<file path="src/rtl/mri_pkg.sv">
// Shared types and constants for the midpoint reciprocal integrator.
package mri_pkg;

   localparam int BOUND_W = 32;
   localparam int COUNT_W = 21;
   localparam int STATUS_W = 2;
   localparam int DIV_W = 64;
   localparam int ACC_W = 64;

   localparam logic signed [ACC_W-1:0] ACC_LIMIT = 64'sh4000_0000_0000_0000;
   localparam logic signed [ACC_W-1:0] AREA_MAX = 64'sh0000_0000_7FFF_FFFF;
   localparam logic signed [ACC_W-1:0] AREA_MIN = -64'sh0000_0000_8000_0000;

   localparam logic [STATUS_W-1:0] STATUS_OK = 2'd0;
   localparam logic [STATUS_W-1:0] STATUS_DIV = 2'd1;
   localparam logic [STATUS_W-1:0] STATUS_SAT = 2'd2;

   typedef enum logic {
      DIV_SEL_OFFSET,
      DIV_SEL_TERM
   } div_sel_type;

   typedef enum logic {
      RSP_SEL_SUM,
      RSP_SEL_DIVZ
   } rsp_sel_type;

   typedef struct packed {
      logic        load_req;
      logic        div_start;
      div_sel_type div_sel;
      logic        mid_load;
      logic        prod_load;
      logic        acc_step;
      logic        load_rsp;
      rsp_sel_type rsp_sel;
   } cmd_type;

   typedef struct packed {
      logic n_zero;
      logic mid_zero;
      logic div_done;
      logic last_step;
   } sts_type;

endpackage

</file>
<file path="src/rtl/mri_div.sv">
// Restoring unsigned divider that produces one quotient bit per cycle.
module mri_div
   import mri_pkg::*;
(
   input  logic             clock,
   input  logic             reset,
   input  logic             start,
   input  logic [DIV_W-1:0] dividend,
   input  logic [DIV_W-1:0] divisor,
   output logic [DIV_W-1:0] quotient,
   output logic             done
);

   localparam int CNT_W = $clog2(DIV_W);

   logic [DIV_W-1:0] rem_ff, rem_in;
   logic [DIV_W-1:0] quo_ff, quo_in;
   logic [DIV_W-1:0] dsr_ff, dsr_in;
   logic [CNT_W-1:0] cnt_ff, cnt_in;
   logic             busy_ff, busy_in;
   logic             done_ff, done_in;
   logic [DIV_W:0]   rem_sh;
   logic [DIV_W:0]   rem_sub;

   assign rem_sh = {rem_ff, quo_ff[DIV_W-1]};
   assign rem_sub = rem_sh - {1'b0, dsr_ff};

   always_comb begin
      rem_in = rem_ff;
      quo_in = quo_ff;
      dsr_in = dsr_ff;
      cnt_in = cnt_ff;
      busy_in = busy_ff;
      done_in = 1'b0;
      if (start) begin
         rem_in = '0;
         quo_in = dividend;
         dsr_in = divisor;
         cnt_in = '0;
         busy_in = 1'b1;
      end else if (busy_ff) begin
         if (!rem_sub[DIV_W]) begin
            rem_in = rem_sub[DIV_W-1:0];
            quo_in = {quo_ff[DIV_W-2:0], 1'b1};
         end else begin
            rem_in = rem_sh[DIV_W-1:0];
            quo_in = {quo_ff[DIV_W-2:0], 1'b0};
         end
         cnt_in = cnt_ff + 1'b1;
         if (cnt_ff == CNT_W'(DIV_W - 1)) begin
            busy_in = 1'b0;
            done_in = 1'b1;
         end
      end
   end

   always_ff @(posedge clock) begin
      if (reset) begin
         busy_ff <= 1'b0;
         done_ff <= 1'b0;
         cnt_ff <= '0;
      end else begin
         busy_ff <= busy_in;
         done_ff <= done_in;
         cnt_ff <= cnt_in;
      end
      rem_ff <= rem_in;
      quo_ff <= quo_in;
      dsr_ff <= dsr_in;
   end

   assign quotient = quo_ff;
   assign done = done_ff;

endmodule

</file>
<file path="src/rtl/mri_datapath.sv">
// Datapath: bounds, midpoint, product, accumulator, divider and result register.
module mri_datapath
   import mri_pkg::*;
#(
   parameter int MAX_INTERVALS = 1048576,
   parameter int FRAC_BITS = 16
) (
   input  logic                       clock,
   input  logic                       reset,
   input  cmd_type                    cmd,
   output sts_type                    sts,
   input  logic signed [BOUND_W-1:0]  req_range_start,
   input  logic signed [BOUND_W-1:0]  req_range_end,
   input  logic [COUNT_W-1:0]         req_interval_count,
   output logic signed [BOUND_W-1:0]  rsp_area_estimate,
   output logic [STATUS_W-1:0]        rsp_status
);

   localparam logic [24:0] MAX_N = 25'(MAX_INTERVALS);

   logic signed [BOUND_W-1:0] a_ff;
   logic [COUNT_W-1:0]        n_ff, n_in;
   logic                      d_neg_ff;
   logic [BOUND_W:0]          d_mag_ff, d_mag_in;
   logic [DIV_W-1:0]          num_ff;
   logic [COUNT_W-1:0]        i_ff;
   logic signed [BOUND_W-1:0] mid_ff;
   logic [DIV_W-1:0]          prod_ff;
   logic signed [ACC_W-1:0]   acc_ff, acc_in;
   logic signed [BOUND_W-1:0] area_ff;
   logic [STATUS_W-1:0]       status_ff;

   logic signed [BOUND_W:0]   d_full;
   logic [DIV_W-1:0]          div_dividend;
   logic [DIV_W-1:0]          div_divisor;
   logic [DIV_W-1:0]          div_quo;
   logic                      div_done;
   logic [BOUND_W+1:0]        off_w;
   logic [BOUND_W+1:0]        mid_w;
   logic [BOUND_W-1:0]        mid_mag;
   logic [52:0]               prod_w;
   logic signed [ACC_W-1:0]   term_s;
   logic signed [ACC_W:0]     sum_w;

   mri_div u_div (
      .clock    (clock),
      .reset    (reset),
      .start    (cmd.div_start),
      .dividend (div_dividend),
      .divisor  (div_divisor),
      .quotient (div_quo),
      .done     (div_done)
   );

   always_comb begin
      d_full = {req_range_end[BOUND_W-1], req_range_end}
             - {req_range_start[BOUND_W-1], req_range_start};
      d_mag_in = d_full[BOUND_W] ? (BOUND_W+1)'(-d_full) : d_full;
      if ({4'b0, req_interval_count} > MAX_N) begin
         n_in = COUNT_W'(MAX_N);
      end else begin
         n_in = req_interval_count;
      end
   end

   always_comb begin
      if (cmd.div_sel == DIV_SEL_OFFSET) begin
         div_dividend = num_ff;
         div_divisor = DIV_W'({n_ff, 1'b0});
      end else begin
         div_dividend = DIV_W'(d_mag_ff) << FRAC_BITS;
         div_divisor = prod_ff;
      end
   end

   always_comb begin
      off_w = d_neg_ff ? -{1'b0, div_quo[BOUND_W:0]} : {1'b0, div_quo[BOUND_W:0]};
      mid_w = {{2{a_ff[BOUND_W-1]}}, a_ff} + off_w;
      mid_mag = mid_ff[BOUND_W-1] ? BOUND_W'(-mid_ff) : mid_ff;
      prod_w = n_ff * mid_mag;
      term_s = (d_neg_ff ^ mid_ff[BOUND_W-1]) ? -$signed(div_quo) : $signed(div_quo);
      sum_w = {acc_ff[ACC_W-1], acc_ff} + {term_s[ACC_W-1], term_s};
      if (sum_w > $signed({1'b0, ACC_LIMIT})) begin
         acc_in = ACC_LIMIT;
      end else if (sum_w < -$signed({1'b0, ACC_LIMIT})) begin
         acc_in = -ACC_LIMIT;
      end else begin
         acc_in = sum_w[ACC_W-1:0];
      end
   end

   always_ff @(posedge clock) begin
      if (cmd.load_req) begin
         a_ff <= req_range_start;
         n_ff <= n_in;
         d_neg_ff <= d_full[BOUND_W];
         d_mag_ff <= d_mag_in;
         num_ff <= DIV_W'(d_mag_in);
         i_ff <= '0;
         acc_ff <= '0;
      end
      if (cmd.mid_load) begin
         mid_ff <= mid_w[BOUND_W-1:0];
      end
      if (cmd.prod_load) begin
         prod_ff <= DIV_W'(prod_w);
      end
      if (cmd.acc_step) begin
         acc_ff <= acc_in;
         num_ff <= num_ff + DIV_W'({d_mag_ff, 1'b0});
         i_ff <= i_ff + 1'b1;
      end
      if (cmd.load_rsp) begin
         if (cmd.rsp_sel == RSP_SEL_DIVZ) begin
            area_ff <= '0;
            status_ff <= STATUS_DIV;
         end else if (acc_ff > AREA_MAX) begin
            area_ff <= AREA_MAX[BOUND_W-1:0];
            status_ff <= STATUS_SAT;
         end else if (acc_ff < AREA_MIN) begin
            area_ff <= AREA_MIN[BOUND_W-1:0];
            status_ff <= STATUS_SAT;
         end else begin
            area_ff <= acc_ff[BOUND_W-1:0];
            status_ff <= STATUS_OK;
         end
      end
   end

   assign sts.n_zero = (n_ff == '0);
   assign sts.mid_zero = (mid_ff == '0);
   assign sts.div_done = div_done;
   assign sts.last_step = (i_ff == n_ff - 1'b1);

   assign rsp_area_estimate = area_ff;
   assign rsp_status = status_ff;

endmodule

</file>
<file path="src/rtl/mri_ctrl.sv">
// Controller state machine that sequences the intervals of one request.
module mri_ctrl
   import mri_pkg::*;
(
   input  logic    clock,
   input  logic    reset,
   input  logic    req_valid,
   output logic    req_ready,
   output logic    rsp_valid,
   input  logic    rsp_ready,
   input  sts_type sts,
   output cmd_type cmd
);

   typedef enum logic [3:0] {
      ST_IDLE,
      ST_CHECK,
      ST_OFF_START,
      ST_OFF_WAIT,
      ST_MID,
      ST_MUL,
      ST_TERM_START,
      ST_TERM_WAIT,
      ST_ACC,
      ST_FINISH
   } state_type;

   state_type   state_ff, state_in;
   logic        rsp_valid_ff, rsp_valid_in;
   rsp_sel_type sel_ff, sel_in;

   always_comb begin
      state_in = state_ff;
      sel_in = sel_ff;
      rsp_valid_in = rsp_valid_ff && !rsp_ready;
      cmd = '0;
      cmd.div_sel = DIV_SEL_OFFSET;
      cmd.rsp_sel = sel_ff;
      unique case (state_ff)
         ST_IDLE: begin
            if (req_valid) begin
               cmd.load_req = 1'b1;
               state_in = ST_CHECK;
            end
         end
         ST_CHECK: begin
            if (sts.n_zero) begin
               sel_in = RSP_SEL_DIVZ;
               state_in = ST_FINISH;
            end else begin
               sel_in = RSP_SEL_SUM;
               state_in = ST_OFF_START;
            end
         end
         ST_OFF_START: begin
            cmd.div_start = 1'b1;
            state_in = ST_OFF_WAIT;
         end
         ST_OFF_WAIT: begin
            if (sts.div_done) begin
               state_in = ST_MID;
            end
         end
         ST_MID: begin
            cmd.mid_load = 1'b1;
            state_in = ST_MUL;
         end
         ST_MUL: begin
            if (sts.mid_zero) begin
               sel_in = RSP_SEL_DIVZ;
               state_in = ST_FINISH;
            end else begin
               cmd.prod_load = 1'b1;
               state_in = ST_TERM_START;
            end
         end
         ST_TERM_START: begin
            cmd.div_start = 1'b1;
            cmd.div_sel = DIV_SEL_TERM;
            state_in = ST_TERM_WAIT;
         end
         ST_TERM_WAIT: begin
            cmd.div_sel = DIV_SEL_TERM;
            if (sts.div_done) begin
               state_in = ST_ACC;
            end
         end
         ST_ACC: begin
            cmd.div_sel = DIV_SEL_TERM;
            cmd.acc_step = 1'b1;
            state_in = sts.last_step ? ST_FINISH : ST_OFF_START;
         end
         ST_FINISH: begin
            if (!rsp_valid_ff || rsp_ready) begin
               cmd.load_rsp = 1'b1;
               rsp_valid_in = 1'b1;
               state_in = ST_IDLE;
            end
         end
         default: begin
            state_in = ST_IDLE;
         end
      endcase
   end

   always_ff @(posedge clock) begin
      if (reset) begin
         state_ff <= ST_IDLE;
         rsp_valid_ff <= 1'b0;
         sel_ff <= RSP_SEL_SUM;
      end else begin
         state_ff <= state_in;
         rsp_valid_ff <= rsp_valid_in;
         sel_ff <= sel_in;
      end
   end

   assign req_ready = (state_ff == ST_IDLE);
   assign rsp_valid = rsp_valid_ff;

endmodule

</file>
<file path="src/rtl/midpoint_rule_reciprocal_integral.sv">
// Top level of the midpoint rectangle-rule integrator of 1/x.
// Each request returns the midpoint-rule sum of 1/x from range_start to
// range_end over interval_count rectangles, in signed fixed point with
// FRAC_BITS fraction bits; counts above MAX_INTERVALS are clamped. A zero
// count or a zero midpoint gives status 1 and a zero estimate, and a sum
// outside 32 bits is saturated with status 2. Each interval uses the single
// bit-serial divider twice, once for the midpoint offset and once for the
// term; the divider delivers one quotient bit per cycle. A zero midpoint
// ends the request at that interval. A finished result waits in an output
// register, and the next request is accepted while it waits.
module midpoint_rule_reciprocal_integral
   import mri_pkg::*;
#(
   parameter int MAX_INTERVALS = 1048576,
   parameter int FRAC_BITS = 16
) (
   input  logic                      clock,
   input  logic                      reset,
   input  logic                      req_valid,
   output logic                      req_ready,
   input  logic signed [BOUND_W-1:0] req_range_start,
   input  logic signed [BOUND_W-1:0] req_range_end,
   input  logic [COUNT_W-1:0]        req_interval_count,
   output logic                      rsp_valid,
   input  logic                      rsp_ready,
   output logic signed [BOUND_W-1:0] rsp_area_estimate,
   output logic [STATUS_W-1:0]       rsp_status
);

   cmd_type cmd;
   sts_type sts;

   mri_ctrl u_ctrl (
      .clock     (clock),
      .reset     (reset),
      .req_valid (req_valid),
      .req_ready (req_ready),
      .rsp_valid (rsp_valid),
      .rsp_ready (rsp_ready),
      .sts       (sts),
      .cmd       (cmd)
   );

   mri_datapath #(
      .MAX_INTERVALS (MAX_INTERVALS),
      .FRAC_BITS     (FRAC_BITS)
   ) u_datapath (
      .clock              (clock),
      .reset              (reset),
      .cmd                (cmd),
      .sts                (sts),
      .req_range_start    (req_range_start),
      .req_range_end      (req_range_end),
      .req_interval_count (req_interval_count),
      .rsp_area_estimate  (rsp_area_estimate),
      .rsp_status         (rsp_status)
   );

   // An accepted request keeps the block busy for at least the next cycle.
   assert property (@(posedge clock) disable iff (reset)
      req_valid && req_ready |=> !req_ready)
      else $error("request accepted while previous request still starting");

   // A division status always carries a zero estimate.
   assert property (@(posedge clock) disable iff (reset)
      rsp_valid && rsp_status == STATUS_DIV |-> rsp_area_estimate == '0)
      else $error("division status with nonzero estimate");

   // A saturated result sits at one end of the 32-bit range.
   assert property (@(posedge clock) disable iff (reset)
      rsp_valid && rsp_status == STATUS_SAT |->
         rsp_area_estimate == 32'sh7FFF_FFFF || rsp_area_estimate == 32'sh8000_0000)
      else $error("saturated status with in-range estimate");

   // A waiting result is never overwritten before it is taken.
   assert property (@(posedge clock) disable iff (reset)
      rsp_valid && !rsp_ready |=> rsp_valid && $stable(rsp_area_estimate)
         && $stable(rsp_status))
      else $error("pending result changed before it was taken");

endmodule

</file>
<file path="config.mk">
export PLATFORM = sky130hd
export DESIGN_NAME = midpoint_rule_reciprocal_integral
export DESIGN_NICKNAME = d
export VERILOG_FILES = /design/src/rtl/mri_pkg.sv /design/src/rtl/mri_div.sv /design/src/rtl/mri_datapath.sv /design/src/rtl/mri_ctrl.sv /design/src/rtl/midpoint_rule_reciprocal_integral.sv
export SDC_FILE = /design/constraint.sdc
export NUM_CORES = 2
export LEC_CHECK = 0
export BUFFER_PORTS_ARGS = -buffer_cell sky130_fd_sc_hd__buf_2
export CAP_MARGIN = 5
export CORE_UTILIZATION = 51
export CTS_CLUSTER_SIZE = 20
export DETAILED_ROUTE_END_ITERATION = 7
export PLACE_DENSITY = 0.68
export REMOVE_ABC_BUFFERS = 1
export SYNTH_ARGS = -nofsm -noshare
export SYNTH_HDL_FRONTEND = slang
export SYNTH_SLANG_ARGS = --single-unit
</file>
<file path="constraint.sdc">
create_clock -name clock -period 9.7 [get_ports clock]
set_input_delay 0.485 -clock clock [delete_from_list [all_inputs] [get_ports clock]]
set_output_delay 0.485 -clock clock [all_outputs]
set_load 0.01 [all_outputs]
</file>
=== Word-level counts from Yosys, hierarchy flattened ===
Index checks and enable logic that the tools add are counted.

* Output and inout bits: 36
* Register bits after elaboration: 550
* Logic and storage cells: 124

* Bitwise operators: 2
* Equality and inequality tests: 16
* Add/sub/neg operators: 12
* Reduce and logical (&&, ||, !) cells: 17
* Multiplexer cells: 49
* Magnitude comparators: 5
* Multiply operators: 1

{| class="wikitable"
|+ Operators with widths
! kind !! count
|-
| 2-to-1 mux 64 bit || 11
|-
| 2-to-1 mux 32 bit || 3
|-
| adder 64 x 64 -> 65 bit || 1
|-
| > comparator 65 x 64 -> 1 bit (second input constant) || 1
|-
| < comparator 65 x 63 -> 1 bit (second input constant) || 1
|-
| subtractor 65 x 53 -> 65 bit || 1
|-
| adder 64 x 34 -> 64 bit || 1
|-
| > comparator 64 x 32 -> 1 bit (second input constant) || 1
|-
| < comparator 64 x 32 -> 1 bit (second input constant) || 1
|-
| negator 32 bit || 2
|-
| negator 64 bit || 1
|-
| multiplier 21 x 32 -> 53 bit || 1
|-
| 2-to-1 mux 21 bit || 2
|-
| one-hot mux 4 bit (10 select lines) || 1
|-
| 2-to-1 mux 33 bit || 1
|-
| negator 33 bit || 1
|-
| subtractor 32 x 32 -> 33 bit || 1
|-
| adder 32 bit || 1
|-
| zero test 32 bit || 1
|-
| 2-to-1 mux 31 bit || 1
|-
| 2-to-1 mux 4 bit || 7
|-
| 2-to-1 mux 22 bit || 1
|-
| adder 21 x 1 -> 21 bit (second input constant) || 1
|-
| == test 21 bit || 1
|-
| other kinds (25) || 58
|}

=== Longest topological paths before layout ===
* Word-level depth: 7
* Gate-level depth with buffers: 34

=== Hierarchy ===
Synthesis repeated with hierarchy kept, for this count alone.

* Cell total of the unflattened synthesis: 6674
* Area total of the unflattened synthesis: 61726.7 sq um

{| class="wikitable"
|+ By module, submodules not included
! module !! sequential area each (sq um) !! area each (sq um) !! times used !! cells an instance
|-
| mri_datapath || 10660.2 || 49080.8 || 1 || 5347
|-
| mri_div || 5285.1 || 12184.2 || 1 || 1269
|-
| mri_ctrl || 120.1 || 461.7 || 1 || 58
|}

=== Least setup slack after synthesis ===
No wires, ideal clock.

* Kind: flip-flop to flip-flop
* From: register u_datapath.mid_ff[2]
* To: register u_datapath.prod_ff[49], data pin
* Stages on the path, launching flop included: 33
* Clock period less this slack: 9152 ps
* Arrival: 8893 ps
* Setup slack: 548 ps
* Path through: edfxtp_1 -> nor2_1 -> nand4b_1 -> nor2_1 -> nand2_1 -> or3_1 -> or3_1 -> nand2b_1 -> o41ai_1 -> xnor2_1 -> and2_1 -> fa_1 -> fa_1 -> inv_1 -> fa_1 -> inv_1 -> fa_1 -> fa_1 -> fa_1 -> inv_1 -> fa_1 -> inv_1 -> ha_1 -> or3_1 -> a211o_1 -> a31oi_1 -> nor4b_1 -> a211oi_1 -> or3_1 -> a21oi_1 -> o21ai_0 -> a21oi_1 -> xnor2_1

* Longest elaborated chain between the ends: 3

{| class="wikitable"
|+ RTL lines
! element !! RTL line !! text
|-
| start, declared || mri_datapath.sv:27 || <nowiki>logic signed [BOUND_W-1:0] mid_ff;</nowiki>
|-
| start signal, assigned || mri_datapath.sv:103 || <nowiki>mid_ff <= mid_w[BOUND_W-1:0];</nowiki>
|-
| negator 32 bit || mri_datapath.sv:79 || <nowiki>mid_mag = mid_ff[BOUND_W-1] ? BOUND_W'(-mid_ff) : mid_ff;</nowiki>
|-
| 2-to-1 mux 32 bit * || mri_datapath.sv:79 ||
|-
| multiplier 21 x 32 -> 53 bit * || mri_datapath.sv:80 || <nowiki>prod_w = n_ff * mid_mag;</nowiki>
|-
| net u_datapath.prod_w[49] || mri_datapath.sv:41 || <nowiki>logic [52:0] prod_w;</nowiki>
|-
| end signal, assigned || mri_datapath.sv:106 || <nowiki>prod_ff <= DIV_W'(prod_w);</nowiki>
|-
| end, declared || mri_datapath.sv:28 || <nowiki>logic [DIV_W-1:0] prod_ff;</nowiki>
|}

Mark *: on every way through the listed nets, which the timed path passes. The rest lies on a longest branch.
A chain may end at the register's enable or synchronous reset.

=== Worst setup path in the final report ===
* From: register u_datapath.mid_ff[13]
* To: register u_datapath.prod_ff[49], data pin

The elaborated chain is that of the path after synthesis.

==> results.md <==
- Status: finished clean
- Slew headroom: 13.2%
- Max Cap Viol: 0
- Routed length per instance: 20.8 um
- Synth Warn #: 0
- CP Capture Point: u_datapath.prod_ff[49]
- CTS max path bufs: 3
- Root buffer cell: clkbuf_16
- Mapped Area: 59300 um^2
- Endpoint type of the worst setup path: flip-flop
- Largest net degree at the start of global routing: 132
- Final hold viol count: 0
- Final Skew: 0.0435 ns
- GRT busiest layer: met2
- Post-synth top area cell: edfxtp_1
- Die area: 118000 um^2
- Sequential area share after synthesis: 26.5%
- Final TNS setup: 0 ns
- Syn Inst Count: 6506
- Setup-failing EPs final: 0
- FF-to-FF End: u_datapath.prod_ff[49]
- R2R depth: 27
- Initial Util: 51.7%
- Synth area leaders: edfxtp_1 24%, fa_1 19%, ha_1 8.1%
- Post-DP HPWL: 133 mm
- Number of global-route vias before repair: 47300
- Crit. path cell count: 27
- CP peak stage delay: 0.57 ns
- Crit. Startpoint: u_datapath.mid_ff[13]
- Critical path's top delay family: adder cells
- # DRC: 0
- Asr flop ratio synth: 0%
- Worst-Margin Slew: 1.29 ns
- Critical path peak fanout: 13
- First-pass GRT wire length: 265 mm
- Count of buffers from port buffering: 124
- Area Overhead vs Synth: 8.04%
- Vias: 46700
- Startpoint Class: flip-flop
- CP max-delay cell: or4_1
- Final Max Tran Viols: 0
- # IOs: 125
- Htree depth: 3
- Skew-Pair Late Insertion Delay: 0.67 ns
- Clk slew on worst S/H paths: 0.06 ns
- Worst hold path type: in2reg
- Worst Path Buf+Inv: 3
- Synth top area share: 23.9%
- Share of cells above drive strength 1: 6.97%
- Core area: 115000 um^2
- All-Layer GR Usage: 28.9%
- Die Height: 343 um
- Initial antenna violation count: 15
- Pre-antenna DRT Iters: 5
- DR iter-0 viols: 3655
- Met2 Use GR: 48.1%
- Arrival time at the worst endpoint: 9.70 ns
- Drt total wl: 168 mm
- Routed Antenna Nets: 0
- Syn Area/Cell: 9.12 um^2
- Row Count: 124
- Distinct cells, synth: 94
- RSZ-0062 raised after global routing: false
- Crit-path most repeated cell: fa_1
- DIE WIDTH: 343 um
- Post-synth top flop: edfxtp_1
- Fin crit share: 96.1%
- Met1 usage: 37.7%
- Number of buffers created by CTS: 66
- Number of synthesized flops with an enable pin: 472
- Minimum clock period: 9.32 ns
- Fin nets: 7567
- Crit Path Class: reg2reg
- CTS sink cnt: 550
- FF-to-FF setup slack: 0.38 ns
- Reg2Reg Launch Point: u_datapath.mid_ff[13]
- Fmax: 0.107 GHz
- Vias per inst: 5.77
- Seq cells post-synth: 550
- TritonCTS clock tree: yes
- Critical Path RT: 10.07 ns
- Placer congestion estimate: 0.946
- GRT met3 Usage: 4.67%
- Global route overflow: 0
[through the flow]
| step | utilization [%] | setup WS (ns) | hold slack (ns) | area, um^2 | cells |
|---|---|---|---|---|---|
| after floorplan | - | 0.265 | 0.449 | 58100 | 6196 |
| after global placement | 53.8 | 0.0957 | 0.464 | 61700 | 7959 |
| after detailed placement | 53.8 | 0.0142 | 0.475 | 61700 | 7959 |
| after CTS | 55.7 | 0.0460 | 0.000572 | 63900 | 8086 |
| after global routing | 55.8 | 0.00549 | 0.0203 | 64100 | 8087 |
| final | 55.8 | 0.377 | 0.0285 | 64100 | 8090 |
[flip-flops by register name, indices dropped and copies added, names as in the netlist, 33 cells and up]
| name | count |
|---|---|
| u_datapath.u_div.quotient | 64 |
| u_datapath.prod_ff | 53 |
| u_datapath.num_ff | 64 |
| u_datapath.u_div.dsr_ff | 53 |
| u_datapath.u_div.rem_ff | 64 |
| u_datapath.d_mag_ff | 33 |
| u_datapath.acc_ff | 64 |
[cell usage in the layout (no fill, tap or decap), drive strengths merged, types with 93 or more instances in the layout]
| cell | instances |
|---|---|
| ha | 383 |
| fa | 572 |
| xor2 | 171 |
| o21ai | 297 |
| nand3 | 93 |
| edfxtp | 472 |
| inv | 800 |
| nand2 | 689 |
| nor2 | 419 |
| and2 | 408 |
| buf | 251 |
| a21o | 135 |
| xnor2 | 304 |
| a21oi | 397 |
[kinds of logic after synthesis]
group                      synth area share [%]
and+or+nand+nor                            17.6
AOI/OAI and AO/OA                          13.1
buffers and inverters                      7.03
adders and majority gates                  27.4
DFF                                        26.5
xor gates and xnor gates                   7.03
muxes                                      1.40
[routing by layer]
metal  share of wire (%)  wire length (um)
met3                 6.5             10900
met2                  47             79300
met5               0.039                65
met1                  42             70800
met4                 4.2              7070
[how the worst min path moves through the flow]
| stage | cells after the start | slack, ns | to | startpoint |
|---|---|---|---|---|
| CTS | 1 | 0.0006 | u_datapath.a_ff[23] | req_range_start[23] |
| global placement | 2 | 0.46 | u_datapath.u_div.rem_ff[47] | u_datapath.u_div.rem_ff[47] |
| global route | 1 | 0.02 | u_datapath.a_ff[26] | req_range_start[26] |
| floorplan | 2 | 0.45 | u_datapath.u_div.rem_ff[23] | u_datapath.u_div.rem_ff[23] |
| detailed placement | 2 | 0.48 | u_datapath.u_div.rem_ff[15] | u_datapath.u_div.rem_ff[15] |
| finish | 1 | 0.03 | u_datapath.a_ff[26] | req_range_start[26] |
[area by class of cell]
type	count	area, um^2
fillers	10300	50700
multi-input cells	4851	39700
flip-flops and latches	550	15700
inverters	795	2990
well taps	1512	1890
clock buffers	80	1760
repair buffers	259	1670
clock inverters	39	368
diodes	4	10.0
[cells in the mapped netlist, types with 10 or more instances]
library cell,number
a21oi_1,397
or3_1,51
xnor2_1,304
ha_1,383
mux2_2,28
nand3b_1,36
or2_2,14
nand4_1,77
nor3_1,82
mux2i_1,48
nor4_1,39
a211o_1,10
nor2_1,419
clkbuf_1,287
o41ai_1,12
o211ai_1,39
nor2b_1,52
o31ai_1,44
buf_2,12
a31oi_1,37
and3_1,42
a211oi_1,40
o31a_1,16
o21a_1,43
fa_1,572
and2_1,407
nand3_1,93
or4_1,16
a21o_1,135
nand2_1,689
a41oi_1,11
edfxtp_1,472
dfxtp_1,78
xor2_1,170
nand2b_1,41
o21bai_1,39
inv_1,794
o21ai_0,288
[repair_timing]
item | 4_1_cts | 5_1_grt
gates resized for setup | 1 | 29
pin swaps | 0 | 1
setup endpoints to repair | 1 | 14
setup buffers | 0 | 0
endpoints found under the hold margin | 8 | 0
hold buffers | 8 | 0
[worst reg2reg max path: cells and delay by family, from the launching register on]
family / cells / cell delay [ns]
DFF: 1 / 0.42
adders and majority gates: 8 / 3.93
buffers and inverters: 3 / 0.55
and+or+nand+nor: 8 / 1.89
xor gates and xnor gates: 2 / 0.64
AOI/OAI and AO/OA: 6 / 1.62
Power is left out: the tool's default activity adds up to more than one toggle a clock period on the data nets, which glitch-free logic cannot reach.
